`src/rtl/cac_pkg.sv`:
```
// ----------------------------------------------------------------------------
// cac_pkg
// Shared types, codes and constants of the compartment alarm controller.
// ----------------------------------------------------------------------------
package cac_pkg;

  localparam int COMPARTMENTS = 4;
  localparam int QUEUE_DEPTH  = 4;
  localparam int MAX_RESULTS  = 8;
  localparam int CNT_W        = $clog2(MAX_RESULTS);
  localparam int THR_W        = 27;
  localparam int STATUS_W     = 9;

  localparam logic [15:0] MS_PER_MIN = 16'd60000;

  localparam logic [1:0] REQ_TICK  = 2'd0;
  localparam logic [1:0] REQ_TEST  = 2'd1;
  localparam logic [1:0] REQ_CLEAR = 2'd2;

  localparam logic [2:0] EV_NONE      = 3'd0;
  localparam logic [2:0] EV_ON_TIME   = 3'd1;
  localparam logic [2:0] EV_OFF_SCHED = 3'd2;
  localparam logic [2:0] EV_MISSED    = 3'd3;
  localparam logic [2:0] EV_DUE       = 3'd4;

  localparam logic [2:0] REG_ENABLE_MASK   = 3'd0;
  localparam logic [2:0] REG_MISSED_WINDOW = 3'd1;
  localparam logic [2:0] REG_TEST_DURATION = 3'd2;
  localparam logic [2:0] REG_LED_ON        = 3'd3;
  localparam logic [2:0] REG_LED_OFF       = 3'd4;
  localparam logic [2:0] REG_BUZZER_ON     = 3'd5;
  localparam logic [2:0] REG_BUZZER_OFF    = 3'd6;

  localparam logic [3:0]       RST_ENABLE_MASK   = 4'd15;
  localparam logic [THR_W-1:0] RST_MISSED_THR    = 27'd1800000;
  localparam logic [31:0]      RST_TEST_DURATION = 32'd10000;
  localparam logic [15:0]      RST_LED_ON        = 16'd500;
  localparam logic [15:0]      RST_LED_OFF       = 16'd500;
  localparam logic [15:0]      RST_BUZZER_ON     = 16'd200;
  localparam logic [15:0]      RST_BUZZER_OFF    = 16'd200;

  typedef struct packed {
    logic [3:0] led;
    logic       buzzer;
    logic [3:0] alarm;
  } status_t;

  typedef struct packed {
    logic [3:0]       enable_mask;
    logic [THR_W-1:0] missed_thr_ms;
    logic [31:0]      test_duration_ms;
    logic [15:0]      led_on_ms;
    logic [15:0]      led_off_ms;
    logic [15:0]      buzzer_on_ms;
    logic [15:0]      buzzer_off_ms;
  } cfg_t;

endpackage

```
`src/rtl/cac_queue.sv`:
```
// ----------------------------------------------------------------------------
// cac_queue
// Small first-in first-out buffer between the request front and the event back.
// ----------------------------------------------------------------------------
module cac_queue #(
  parameter int WIDTH = 8,
  parameter int DEPTH = cac_pkg::QUEUE_DEPTH
) (
  input  logic             clk,
  input  logic             rst,
  input  logic             wr,
  input  logic [WIDTH-1:0] wdata,
  output logic             full,
  input  logic             rd,
  output logic [WIDTH-1:0] rdata,
  output logic             empty
);

  localparam int PTR_W = (DEPTH > 1) ? $clog2(DEPTH) : 1;
  localparam int CNT_W = $clog2(DEPTH + 1);

  logic [WIDTH-1:0] mem [DEPTH];
  logic [PTR_W-1:0] wr_ptr;
  logic [PTR_W-1:0] rd_ptr;
  logic [CNT_W-1:0] count;
  logic             do_wr;
  logic             do_rd;

  assign full  = (count == CNT_W'(DEPTH));
  assign empty = (count == '0);
  assign do_wr = wr && !full;
  assign do_rd = rd && !empty;
  assign rdata = mem[rd_ptr];

  always_ff @(posedge clk) begin
    if (do_wr) begin
      mem[wr_ptr] <= wdata;
    end
  end

  always_ff @(posedge clk) begin
    if (rst) begin
      wr_ptr <= '0;
      rd_ptr <= '0;
      count  <= '0;
    end else begin
      if (do_wr) begin
        wr_ptr <= (wr_ptr == PTR_W'(DEPTH - 1)) ? '0 : wr_ptr + 1'b1;
      end
      if (do_rd) begin
        rd_ptr <= (rd_ptr == PTR_W'(DEPTH - 1)) ? '0 : rd_ptr + 1'b1;
      end
      if (do_wr && !do_rd) begin
        count <= count + 1'b1;
      end else if (do_rd && !do_wr) begin
        count <= count - 1'b1;
      end
    end
  end

endmodule

```
`src/rtl/cac_front.sv`:
```
// ----------------------------------------------------------------------------
// cac_front
// Takes requests, updates every compartment in parallel on a tick (a test or a clear
// touches only the named one) and queues a record of the events and status caused.
// ----------------------------------------------------------------------------
module cac_front #(
  parameter int COMPARTMENTS = cac_pkg::COMPARTMENTS
) (
  input  logic                 clk,
  input  logic                 rst,
  input  cac_pkg::cfg_t        cfg,
  input  logic                 push,
  input  logic                 q_full,
  input  logic [1:0]           req_type,
  input  logic [1:0]           compartment,
  input  logic [31:0]          now_ms,
  input  logic [15:0]          day_number,
  input  logic [3:0]           present_mask,
  input  logic [3:0]           removed_mask,
  input  logic [3:0]           window_mask,
  output logic                 rec_wr,
  output logic [5*COMPARTMENTS+cac_pkg::STATUS_W-1:0] rec
);

  localparam int C    = COMPARTMENTS;
  localparam int PADW = (C > 4) ? C : 4;

  logic [C-1:0] alarming;
  logic [C-1:0] test_active;
  logic [C-1:0] led_lit;
  logic [31:0]  test_start_ms [C];
  logic [31:0]  alarm_start_ms [C];
  logic [31:0]  led_toggle_ms [C];
  logic [15:0]  handled_day [C];
  logic         buzzer_lit;
  logic [31:0]  buzzer_toggle_ms;

  logic [C-1:0] alarming_next;
  logic [C-1:0] test_active_next;
  logic [C-1:0] led_lit_next;
  logic [31:0]  test_start_ms_next [C];
  logic [31:0]  alarm_start_ms_next [C];
  logic [31:0]  led_toggle_ms_next [C];
  logic [15:0]  handled_day_next [C];
  logic         buzzer_lit_next;
  logic [31:0]  buzzer_toggle_ms_next;

  logic [C-1:0][2:0] ev1;
  logic [2*C-1:0]    slots;
  logic [PADW-1:0]   en_pad, pres_pad, rem_pad, win_pad;
  logic [PADW-1:0]   led_pad, alarm_pad;
  logic              tick;
  logic              any;
  logic [15:0]       iv;
  logic [15:0]       biv;
  cac_pkg::status_t  status;

  assign rec_wr   = push && !q_full;
  assign tick     = (req_type == cac_pkg::REQ_TICK);
  assign en_pad   = PADW'(cfg.enable_mask);
  assign pres_pad = PADW'(present_mask);
  assign rem_pad  = PADW'(removed_mask);
  assign win_pad  = PADW'(window_mask);

  always_comb begin
    alarming_next         = alarming;
    test_active_next      = test_active;
    led_lit_next          = led_lit;
    test_start_ms_next    = test_start_ms;
    alarm_start_ms_next   = alarm_start_ms;
    led_toggle_ms_next    = led_toggle_ms;
    handled_day_next      = handled_day;
    buzzer_lit_next       = buzzer_lit;
    buzzer_toggle_ms_next = buzzer_toggle_ms;
    ev1   = '0;
    slots = '0;
    any   = 1'b0;
    iv    = '0;
    biv   = '0;
    for (int i = 0; i < C; i++) begin
      if (tick) begin
        if (test_active[i]) begin
          if ((now_ms - test_start_ms[i]) > cfg.test_duration_ms) begin
            test_active_next[i] = 1'b0;
            alarming_next[i]    = 1'b0;
          end
        end else begin
          if (rem_pad[i] && alarming[i]) begin
            alarming_next[i]    = 1'b0;
            handled_day_next[i] = day_number;
            ev1[i]              = cac_pkg::EV_ON_TIME;
          end else if (rem_pad[i]) begin
            ev1[i] = cac_pkg::EV_OFF_SCHED;
          end
          if (alarming_next[i] &&
              (now_ms - alarm_start_ms[i]) >= 32'(cfg.missed_thr_ms)) begin
            alarming_next[i]    = 1'b0;
            handled_day_next[i] = day_number;
            ev1[i]              = cac_pkg::EV_MISSED;
          end
          if (en_pad[i] && !alarming_next[i] && pres_pad[i] && win_pad[i] &&
              handled_day_next[i] != day_number) begin
            alarming_next[i]       = 1'b1;
            alarm_start_ms_next[i] = now_ms;
            slots[2*i+1]           = 1'b1;
          end
          slots[2*i] = (ev1[i] != cac_pkg::EV_NONE);
        end
        if (alarming_next[i] || test_active_next[i]) begin
          any = 1'b1;
          iv  = led_lit[i] ? cfg.led_on_ms : cfg.led_off_ms;
          if ((now_ms - led_toggle_ms[i]) >= 32'(iv)) begin
            led_lit_next[i]       = !led_lit[i];
            led_toggle_ms_next[i] = now_ms;
          end
        end else begin
          led_lit_next[i] = 1'b0;
        end
      end else if (req_type == cac_pkg::REQ_TEST && int'(compartment) == i) begin
        test_active_next[i]   = 1'b1;
        test_start_ms_next[i] = now_ms;
        alarming_next[i]      = 1'b1;
      end else if (req_type == cac_pkg::REQ_CLEAR && int'(compartment) == i) begin
        handled_day_next[i] = '0;
      end
    end
    if (tick) begin
      if (any) begin
        biv = buzzer_lit ? cfg.buzzer_on_ms : cfg.buzzer_off_ms;
        if ((now_ms - buzzer_toggle_ms) >= 32'(biv)) begin
          buzzer_lit_next       = !buzzer_lit;
          buzzer_toggle_ms_next = now_ms;
        end
      end else begin
        buzzer_lit_next = 1'b0;
      end
    end
  end

  assign led_pad       = PADW'(led_lit_next);
  assign alarm_pad     = PADW'(alarming_next);
  assign status.led    = led_pad[3:0];
  assign status.buzzer = buzzer_lit_next;
  assign status.alarm  = alarm_pad[3:0];
  assign rec           = {ev1, slots, status};

  always_ff @(posedge clk) begin
    if (rst) begin
      alarming         <= '0;
      test_active      <= '0;
      led_lit          <= '0;
      buzzer_lit       <= 1'b0;
      buzzer_toggle_ms <= '0;
      for (int i = 0; i < C; i++) begin
        test_start_ms[i]  <= '0;
        alarm_start_ms[i] <= '0;
        led_toggle_ms[i]  <= '0;
        handled_day[i]    <= '0;
      end
    end else if (rec_wr) begin
      alarming         <= alarming_next;
      test_active      <= test_active_next;
      led_lit          <= led_lit_next;
      test_start_ms    <= test_start_ms_next;
      alarm_start_ms   <= alarm_start_ms_next;
      led_toggle_ms    <= led_toggle_ms_next;
      handled_day      <= handled_day_next;
      buzzer_lit       <= buzzer_lit_next;
      buzzer_toggle_ms <= buzzer_toggle_ms_next;
    end
  end

endmodule

```
`src/rtl/cac_back.sv`:
```
// ----------------------------------------------------------------------------
// cac_back
// Takes queued records and hands out their events one result at a time,
// in compartment order, with the status fields on every result.
// ----------------------------------------------------------------------------
module cac_back #(
  parameter int COMPARTMENTS = cac_pkg::COMPARTMENTS
) (
  input  logic       clk,
  input  logic       rst,
  input  logic       q_empty,
  input  logic [5*COMPARTMENTS+cac_pkg::STATUS_W-1:0] q_rdata,
  output logic       q_rd,
  output logic       empty,
  input  logic       pop,
  output logic [1:0] event_compartment,
  output logic [2:0] event_code,
  output logic [3:0] led_mask,
  output logic       buzzer,
  output logic [3:0] alarm_mask,
  output logic       last
);

  localparam int C = COMPARTMENTS;
  localparam int S = 2 * C;

  logic                      cur_valid;
  logic [3*C-1:0]            cur_ev;
  logic [S-1:0]              cur_rem;
  cac_pkg::status_t          cur_status;
  logic [cac_pkg::CNT_W-1:0] cnt;

  logic [S-1:0] rem_rest;
  logic         take;
  logic         load;

  assign empty    = !cur_valid;
  assign take     = pop && cur_valid;
  assign rem_rest = cur_rem & (cur_rem - 1'b1);
  assign last     = (rem_rest == '0) || (cnt == cac_pkg::CNT_W'(cac_pkg::MAX_RESULTS - 1));
  assign load     = !q_empty && (!cur_valid || (take && last));
  assign q_rd     = load;

  assign led_mask   = cur_status.led;
  assign buzzer     = cur_status.buzzer;
  assign alarm_mask = cur_status.alarm;

  always_comb begin
    event_compartment = '0;
    event_code        = cac_pkg::EV_NONE;
    for (int j = S - 1; j >= 0; j--) begin
      if (cur_rem[j]) begin
        event_compartment = 2'(j / 2);
        event_code        = (j % 2 == 1) ? cac_pkg::EV_DUE : cur_ev[(j/2)*3 +: 3];
      end
    end
  end

  always_ff @(posedge clk) begin
    if (load) begin
      cur_ev     <= q_rdata[S+cac_pkg::STATUS_W +: 3*C];
      cur_rem    <= q_rdata[cac_pkg::STATUS_W +: S];
      cur_status <= q_rdata[cac_pkg::STATUS_W-1:0];
    end else if (take && !last) begin
      cur_rem <= rem_rest;
    end
  end

  always_ff @(posedge clk) begin
    if (rst) begin
      cur_valid <= 1'b0;
      cnt       <= '0;
    end else if (load) begin
      cur_valid <= 1'b1;
      cnt       <= '0;
    end else if (take) begin
      if (last) begin
        cur_valid <= 1'b0;
      end else begin
        cnt <= cnt + 1'b1;
      end
    end
  end

endmodule

```
`src/rtl/compartment_alarm_controller_top.sv`:
```
// a taken request is queued, then loaded by the back when free, which shows its first result
// requests are taken one per cycle while the queue is not full; results leave one per pop
// a four-entry queue between front and back lets each side stall on its own
// reset: synchronous rst clears all compartment state and loads register defaults
// ----------------------------------------------------------------------------
// compartment_alarm_controller_top
// Per-compartment medicine alarm controller with blinking LEDs and a buzzer.
// ----------------------------------------------------------------------------
module compartment_alarm_controller_top #(
  parameter int COMPARTMENTS = cac_pkg::COMPARTMENTS,
  parameter int QUEUE_DEPTH  = cac_pkg::QUEUE_DEPTH
) (
  input  logic        clk,
  input  logic        rst,
  input  logic        cfg_wr_en,
  input  logic [2:0]  cfg_addr,
  input  logic [31:0] cfg_wdata,
  input  logic        push,
  output logic        full,
  input  logic [1:0]  req_type,
  input  logic [1:0]  compartment,
  input  logic [31:0] now_ms,
  input  logic [15:0] day_number,
  input  logic [3:0]  present_mask,
  input  logic [3:0]  removed_mask,
  input  logic [3:0]  window_mask,
  output logic        empty,
  input  logic        pop,
  output logic [1:0]  event_compartment,
  output logic [2:0]  event_code,
  output logic [3:0]  led_mask,
  output logic        buzzer,
  output logic [3:0]  alarm_mask,
  output logic        last
);

  localparam int REC_W = 5 * COMPARTMENTS + cac_pkg::STATUS_W;

  cac_pkg::cfg_t    cfg;
  logic             rec_wr;
  logic [REC_W-1:0] rec;
  logic             q_rd;
  logic             q_empty;
  logic [REC_W-1:0] q_rdata;

  always_ff @(posedge clk) begin
    if (rst) begin
      cfg.enable_mask      <= cac_pkg::RST_ENABLE_MASK;
      cfg.missed_thr_ms    <= cac_pkg::RST_MISSED_THR;
      cfg.test_duration_ms <= cac_pkg::RST_TEST_DURATION;
      cfg.led_on_ms        <= cac_pkg::RST_LED_ON;
      cfg.led_off_ms       <= cac_pkg::RST_LED_OFF;
      cfg.buzzer_on_ms     <= cac_pkg::RST_BUZZER_ON;
      cfg.buzzer_off_ms    <= cac_pkg::RST_BUZZER_OFF;
    end else if (cfg_wr_en) begin
      case (cfg_addr)
        cac_pkg::REG_ENABLE_MASK: begin
          cfg.enable_mask <= cfg_wdata[3:0];
        end
        cac_pkg::REG_MISSED_WINDOW: begin
          cfg.missed_thr_ms <= cac_pkg::THR_W'(cac_pkg::THR_W'(cfg_wdata[10:0]) *
                                               cac_pkg::THR_W'(cac_pkg::MS_PER_MIN));
        end
        cac_pkg::REG_TEST_DURATION: begin
          cfg.test_duration_ms <= cfg_wdata;
        end
        cac_pkg::REG_LED_ON: begin
          cfg.led_on_ms <= cfg_wdata[15:0];
        end
        cac_pkg::REG_LED_OFF: begin
          cfg.led_off_ms <= cfg_wdata[15:0];
        end
        cac_pkg::REG_BUZZER_ON: begin
          cfg.buzzer_on_ms <= cfg_wdata[15:0];
        end
        cac_pkg::REG_BUZZER_OFF: begin
          cfg.buzzer_off_ms <= cfg_wdata[15:0];
        end
        default: begin
        end
      endcase
    end
  end

  cac_front #(
    .COMPARTMENTS(COMPARTMENTS)
  ) u_front (
    .clk          (clk),
    .rst          (rst),
    .cfg          (cfg),
    .push         (push),
    .q_full       (full),
    .req_type     (req_type),
    .compartment  (compartment),
    .now_ms       (now_ms),
    .day_number   (day_number),
    .present_mask (present_mask),
    .removed_mask (removed_mask),
    .window_mask  (window_mask),
    .rec_wr       (rec_wr),
    .rec          (rec)
  );

  cac_queue #(
    .WIDTH(REC_W),
    .DEPTH(QUEUE_DEPTH)
  ) u_queue (
    .clk   (clk),
    .rst   (rst),
    .wr    (rec_wr),
    .wdata (rec),
    .full  (full),
    .rd    (q_rd),
    .rdata (q_rdata),
    .empty (q_empty)
  );

  cac_back #(
    .COMPARTMENTS(COMPARTMENTS)
  ) u_back (
    .clk               (clk),
    .rst               (rst),
    .q_empty           (q_empty),
    .q_rdata           (q_rdata),
    .q_rd              (q_rd),
    .empty             (empty),
    .pop               (pop),
    .event_compartment (event_compartment),
    .event_code        (event_code),
    .led_mask          (led_mask),
    .buzzer            (buzzer),
    .alarm_mask        (alarm_mask),
    .last              (last)
  );

endmodule
```
`config.mk`:
```
export PLATFORM = sky130hd
export DESIGN_NAME = compartment_alarm_controller_top
export DESIGN_NICKNAME = d
export VERILOG_FILES = /design/src/rtl/cac_pkg.sv /design/src/rtl/cac_queue.sv /design/src/rtl/cac_front.sv /design/src/rtl/cac_back.sv /design/src/rtl/compartment_alarm_controller_top.sv
export SDC_FILE = /design/constraint.sdc
export NUM_CORES = 2
export LEC_CHECK = 0
export BUFFER_PORTS_ARGS = -buffer_cell sky130_fd_sc_hd__clkbuf_2
export CORE_ASPECT_RATIO = 1.75
export CORE_MARGIN = 5
export CORE_UTILIZATION = 50
export DETAILED_ROUTE_END_ITERATION = 6
export HOLD_SLACK_MARGIN = 0.08
export PLACE_DENSITY = 0.7
export SETUP_SLACK_MARGIN = 0.3
export SLEW_MARGIN = 25
export SYNTH_ARGS = -nofsm -noshare
export SYNTH_HDL_FRONTEND = slang
export SYNTH_SLANG_ARGS = --single-unit
```
`constraint.sdc`:
```
create_clock -name clk -period 15.97 [get_ports clk]
set_input_delay 3.194 -clock clk [delete_from_list [all_inputs] [get_ports clk]]
set_output_delay 3.194 -clock clk [all_outputs]
set_load 0.01 [all_outputs]
```
Word-level counts from Yosys, hierarchy flattened
Memories as Yosys holds them, arrays and structs flattened. A register that Yosys moved wholly into a read port is not among the register bits.
Cells that the tools add are included.
{"block": "word_totals", "ff_bits": 655, "mem_bits_rw": 116, "inputBits": 104, "out_inout_bits": 17, "wordCells": 420, "mem_count": 1}
{"block": "op_classes", "add_sub_neg": 19, "mul": 1, "order_cmp": 13, "eq_ne": 27, "muxes": 197, "n_bitwise": 7, "reduce_logical": 114}
{"memory": "u_queue.mem", "depth": 4, "word_bits": 29, "read_ports": 1, "rd_ports_with_merged_regs": 1, "write_ports": 1, "line": "cac_queue.sv:22", "rtl": "logic [WIDTH-1:0] mem [DEPTH];"}
{"cell": "$mux 16", "n": 37}
{"cell": "$sub 32x32->32", "n": 13}
{"cell": "$ge 32x16->1", "n": 5}
{"cell": "$ge 32x27->1", "n": 4}
{"cell": "$gt 32x32->1", "n": 4}
{"cell": "$mux 3", "n": 34}
{"cell": "$mux 1", "n": 100}
{"cell": "$ne 16x16->1", "n": 4}
{"cell": "$reduce_and 4->1", "n": 13}
{"cell": "$mux 2", "n": 24}
{"cell": "$logic_and 1x1->1", "n": 41}
{"cell": "$reduce_and 2->1", "n": 13}
{"cell": "$reduce_bool 2->1", "n": 12}
{"cell": "$mul 11x11->22 const B", "n": 1}
{"cell": "$mux 8", "n": 2}
{"cell": "$eq 3x3->1 const B", "n": 5}
{"cell": "$logic_not 1->1", "n": 15}
{"cell": "$reduce_and 3->1", "n": 4}
{"cell": "$reduce_bool 3->1", "n": 4}
{"cell": "$eq 2x2->1 const B", "n": 5}
{"cell": "$and 8x8->8", "n": 1}
{"cell": "$logic_not 8->1", "n": 1}
{"cell": "$ne 2x1->1 const B", "n": 4}
{"cell": "$ne 2x2->1 const B", "n": 4}
{"cell": "other kinds (12)", "n": 28}

Logic depth before layout (Yosys ltp)
{"block": "depth", "word_depth": 27, "depth_mapped": 31, "ltp_nobuf": 29}

Cells and area by module
Synthesis repeated with hierarchy kept, for this count alone.
{"block": "unflattened", "cells_unflattened": 7397, "area_unflattened_um2": 61921.9}
{"module": "cac_front", "n_inst": 1, "cells_each": 6295, "area_per_inst_um2": 49007.0, "seq_area_each_um2": 9869.5}
{"module": "compartment_alarm_controller_top", "n_inst": 1, "cells_each": 778, "area_per_inst_um2": 6651.4, "seq_area_each_um2": 2442.3}
{"module": "cac_queue", "n_inst": 1, "cells_each": 201, "area_per_inst_um2": 4673.2, "seq_area_each_um2": 3663.5}
{"module": "cac_back", "n_inst": 1, "cells_each": 123, "area_per_inst_um2": 1590.3, "seq_area_each_um2": 950.9}

Worst setup path before layout
Ideal clock, no wire load.
{"block": "synth_timing", "kind": "input -> register", "startpoint": "in now_ms[0]", "endpoint": "mem u_queue.mem[0][4] in the netlist's numbering, data pin", "setup_ns": 0.190, "arrival_time_ns": 9.114, "t_required_ns": 15.780, "path_slack_ns": 6.666, "path_stages": 28, "n_path_buf": 2, "cell_sequence": "clkbuf_1 > inv_1 > ha_1 > fa_1 > nand2b_1 > a21oi_1 > o211ai_1 > a31oi_1 > a31oi_1 > o21bai_1 > a21oi_1 > o31ai_1 > nand3_1 > nand2_1 > xor2_1 > ha_1 > a21o_1 > a22oi_1 > o2111ai_1 > or4_1 > a211oi_1 > nor4bb_1 > and4_4 > a31o_1 > nor4_4 > buf_2 > or4_1 > o211ai_1"}
{"block": "synth_via", "elab_chain_len": 25, "elab_cells_between_ends": 113, "classes_between": "9 x add/sub; 9 x order compare; 4 x eq/ne; 63 x mux; 28 x reduce/logical"}
{"item": "start: declaration", "line": "compartment_alarm_controller_top.sv:22", "rtl": "input logic [31:0] now_ms,"}
{"item": "branches (longest 23 deep; another with $sub 32x32->32)"}
{"item": "$mux 1 *", "line": "cac_front.sv:128", "rtl": "if (any) begin"}
{"item": "$mux 1 *", "line": "cac_front.sv:127", "rtl": "if (tick) begin"}
{"item": "named net rec[4]", "line": "compartment_alarm_controller_top.sv:41", "rtl": "logic [REC_W-1:0] rec;"}
{"item": "end: declaration", "line": "cac_queue.sv:22"}
Mark *: on every way through the listed nets, which the timed path passes. The select of a mux whose other input is x is not followed.

Final worst setup path
{"block": "layout_timing", "startpoint": "in now_ms[0]", "endpoint": "reg u_front.buzzer_toggle_ms[13]"}
{"block": "layout_via", "elab_chain_len": 24, "elab_cells_between_ends": 111, "classes_between": "9 x add/sub; 9 x order compare; 4 x eq/ne; 60 x mux; 29 x reduce/logical"}
{"item": "branches (longest 23 deep; another with $sub 32x32->32)"}
{"item": "$reduce_and 4->1 (no line) *"}
{"item": "end signal: assignment", "line": "cac_front.sv:169", "rtl": "buzzer_toggle_ms <= buzzer_toggle_ms_next;"}
{"item": "end: declaration", "line": "cac_front.sv:36", "rtl": "logic [31:0] buzzer_toggle_ms;"}
Every way passes the cells marked *. The select of a mux whose other input is x is not followed.
A chain may end at the register's enable or synchronous reset.

==> results.toml <==
[worst_setup_path]
worstPathMaxFanout = 35
arrival_ns = 11.54
crit_required_ns = 16.55
crit_path_start = "now_ms[0]"
start_kind = "input pin"
critPathCaptureType = "register"
critPathSlowestCell = "inv_1"
slowest_delay_ns = 0.67
path_class = "input pin to register"
reg2reg_from = "u_front.test_start_ms[97]"

[timing]
slew_headroom_pct = 24.8
hold_viol_final = 0
min_period_ns = 10.97
tightest_slew_ns = 1.12
finalWorstSetupSlack_ns = 5.00
setup_viol = 0
fmax_ghz = 0.0912
rsz0062_at_grt = "false"
finClkSkew_ns = 0.0382
finalSetupTns_ns = 0
drv_slew = 0
fin_crit_sh_pct = 68.7

[yosys]
synth_top_family_by_area = "compound AO/OA/AOI/OAI gates"
synth-xor-area-share_pct = 5.57
netlist_area_um2 = 60200
synth_compound_area_share_pct = 19.7
yosysTopAreaCell = "dfxtp_1"
ys_seq_area_share_pct = 27.1
synth_enable_flop_cells = 125
synthCells = 7252
synth_simple_gate_area_share_pct = 17.5
synth_top_area_share_pct = 20.9
synthArstFlopShare_pct = 0
synth_fa_ha_area_share_pct = 17.8
ys_types = 99
yosys-mux-area-fraction_pct = 6.63
synth-seq-cells = 753
synth_fp_nets = 8180
ys_warn_count = 0
postSynthAreaPerCell_um2 = 8.30
yosys_most_used_dff = "dfxtp_1"
synth_top_cells_by_area = "dfxtp_1 (21%), ha_1 (16%), edfxtp_1 (6.2%)"

[route]
dr.first_iter.drc_count = 3409
first_pass_iters = 7
num_vias = 53600
ant_nets = 0
routedWlPerCell_um = 22.1
routed_wl_um = 196000
viasPerCell = 6.06
remaining_drc_errors = 0

[run]
cap_violations = 0

[global_route]
grt_max_degree = 172
grt_overflow = 0
track_usage_pct = 29.6
grt_pass1_wl_um = 296000
antenna_found_initial = 5
grt_pass1_vias = 53600

[hold_path]
min_path_type = "register to register"
worstHoldStart = "u_front.test_start_ms[21]"

[finish]
mostFrequentLayoutCell = "ha_1"
area_growth_syn_to_layout_pct = 8.01
final_nets = 8176
drive_above_1_share_pct = 6.16
mostFrequentLayoutCells = "ha_1 (774), nand2_1 (740), a21oi_1 (655), dfxtp_1 (627), inv_1 (613)"

[power_and_ir_drop]
ir_drop_mv = 0.0871
power_leakage_nw = 25.3
p_per_area_nw_per_um2 = 91.9
p_total_mw = 5.97

[floorplan]
die_h_um = 469
io_pins = 121
die-area_um2 = 128000
start_util_pct = 50.2
core_um2 = 120000
rows = 168
die_w_um = 272

[clocking]
numCtsBuffers = 76
cts_tree = "done"
clk_latency_ns = 0.70
clkTransAtPathRegs_ns = 0.06
post_cts_buffers = 0
cts-hold-fix-buffers = 0
cts_htree_levels = 3
cts_root_buf = "clkbuf_16"
ctsResizeCount = 0
clock_path_buffers = 3
clock-sinks = 753

[placed_design]
port_buffers = 120
pre_cts_slack_ns = 4.41
hpwl_um = 149000
gp_congestion = 0.971

[outcome]
status = "complete, no violations"
## kinds of logic (layout without fill, tap and decap cells)
group / Yosys count / in the layout
compound gates: 1835 / 1835
xor+xnor: 383 / 383
fa+ha+maj: 824 / 824
buf+inv: 902 / 960
flops: 753 / 753
mux: 366 / 366
other cells: 0 / 9
simple gates: 2189 / 2189
## synthesized netlist by cell type, drive strengths merged, types with 20 or more instances
cell type  instances
nor3b             23
a31oi             51
a211o             41
o2111ai           21
a21oi            656
nand3            104
nand2            741
xor2             135
o31ai             52
o21a              76
o21bai            49
dfxtp            628
nor2             528
ha               774
mux4              25
a2111oi           20
nor4              36
nor3             125
fa                50
buf               36
nand3b            59
a22oi             39
o21ai            299
o211ai            49
or3               40
nor2b             86
a211oi            49
nand2b           177
a22o              37
and3              50
xnor2            248
and2              35
inv              613
clkbuf           253
nand4             85
mux2i            329
edfxtp           125
or4               51
a21o             202
## final cells by class
cell class              instances  area, um2
flip-flops and latches        753      16300
inverters                     613       2300
multi-input cells            5597      40500
fillers                     11200      54800
clock buffers                  96       2090
repair buffers                207       1300
well taps                    1530       1910
clock inverters                44        542
diodes                          9       22.5
## per-stage QoR
stage	std cells	utilization, %	instance area, um2	hold WS (ns)
floorplan	7252	-	60200	0.432
global placement	8699	52.0	62300	0.441
detailed placement	8699	52.0	62300	0.446
CTS	8839	54.2	64900	0.455
global route	8842	54.2	65000	0.468
finish	8849	54.3	65000	0.452
## state kept, by name, indices dropped and copies added (netlist names), named ones only
name,count
u_queue.wr_ptr,2
u_queue.count,3
u_front.buzzer_lit,1
cfg,122
u_front.alarm_start_ms,128
u_front.led_lit,4
u_front.test_active,4
u_front.led_toggle_ms,128
u_back.buzzer,1
u_front.alarming,4
u_front.handled_day,64
u_front.buzzer_toggle_ms,32
u_back.cur_ev,8
u_queue.mem,100
u_back.alarm_mask,4
u_queue.rd_ptr,2
u_back.cur_rem,8
u_front.test_start_ms,128
u_back.cur_valid,1
u_back.led_mask,4
u_back.cnt,3
## worst max-delay path: cells and delay by family
kind	cells	cell delay, ns
XOR/XNOR	1	0.09
AO/OA/AOI/OAI	14	4.62
buffers and inverters	4	1.58
adder cells (fa/ha/maj)	2	0.58
AND/OR/NAND/NOR	9	1.44
## metal layers
| layer | vias to the layer above | wire, um | share of wire, % | global-route usage, % |
|---|---|---|---|---|
| met1 | 25500 | 67700 | 35 | 28.9 |
| met3 | 716 | 8820 | 4.5 | 3.88 |
| li1 | 25800 | - | - | - |
| met4 | 0 | 20200 | 10 | 24.7 |
| met5 | - | 0 | 0 | 0 |
| met2 | 1601 | 99100 | 51 | 54.9 |
## final timing paths
kind,slack [ns],to,cells past startpoint
max reg2reg,8.02,u_front.buzzer_toggle_ms[13],29
min,0.45,u_front.test_start_ms[21],2
max,5.00,u_front.buzzer_toggle_ms[13],30
min reg2reg,0.45,u_front.test_start_ms[21],2
## power breakdown
group / switching, mW / internal [mW] / total (mW)
clock: 0.837 / 1.10 / 1.94
combinational: 1.12 / 0.768 / 1.89
sequential: 0.0952 / 2.05 / 2.15
No activity file was read; power rests on OpenSTA's default activity.
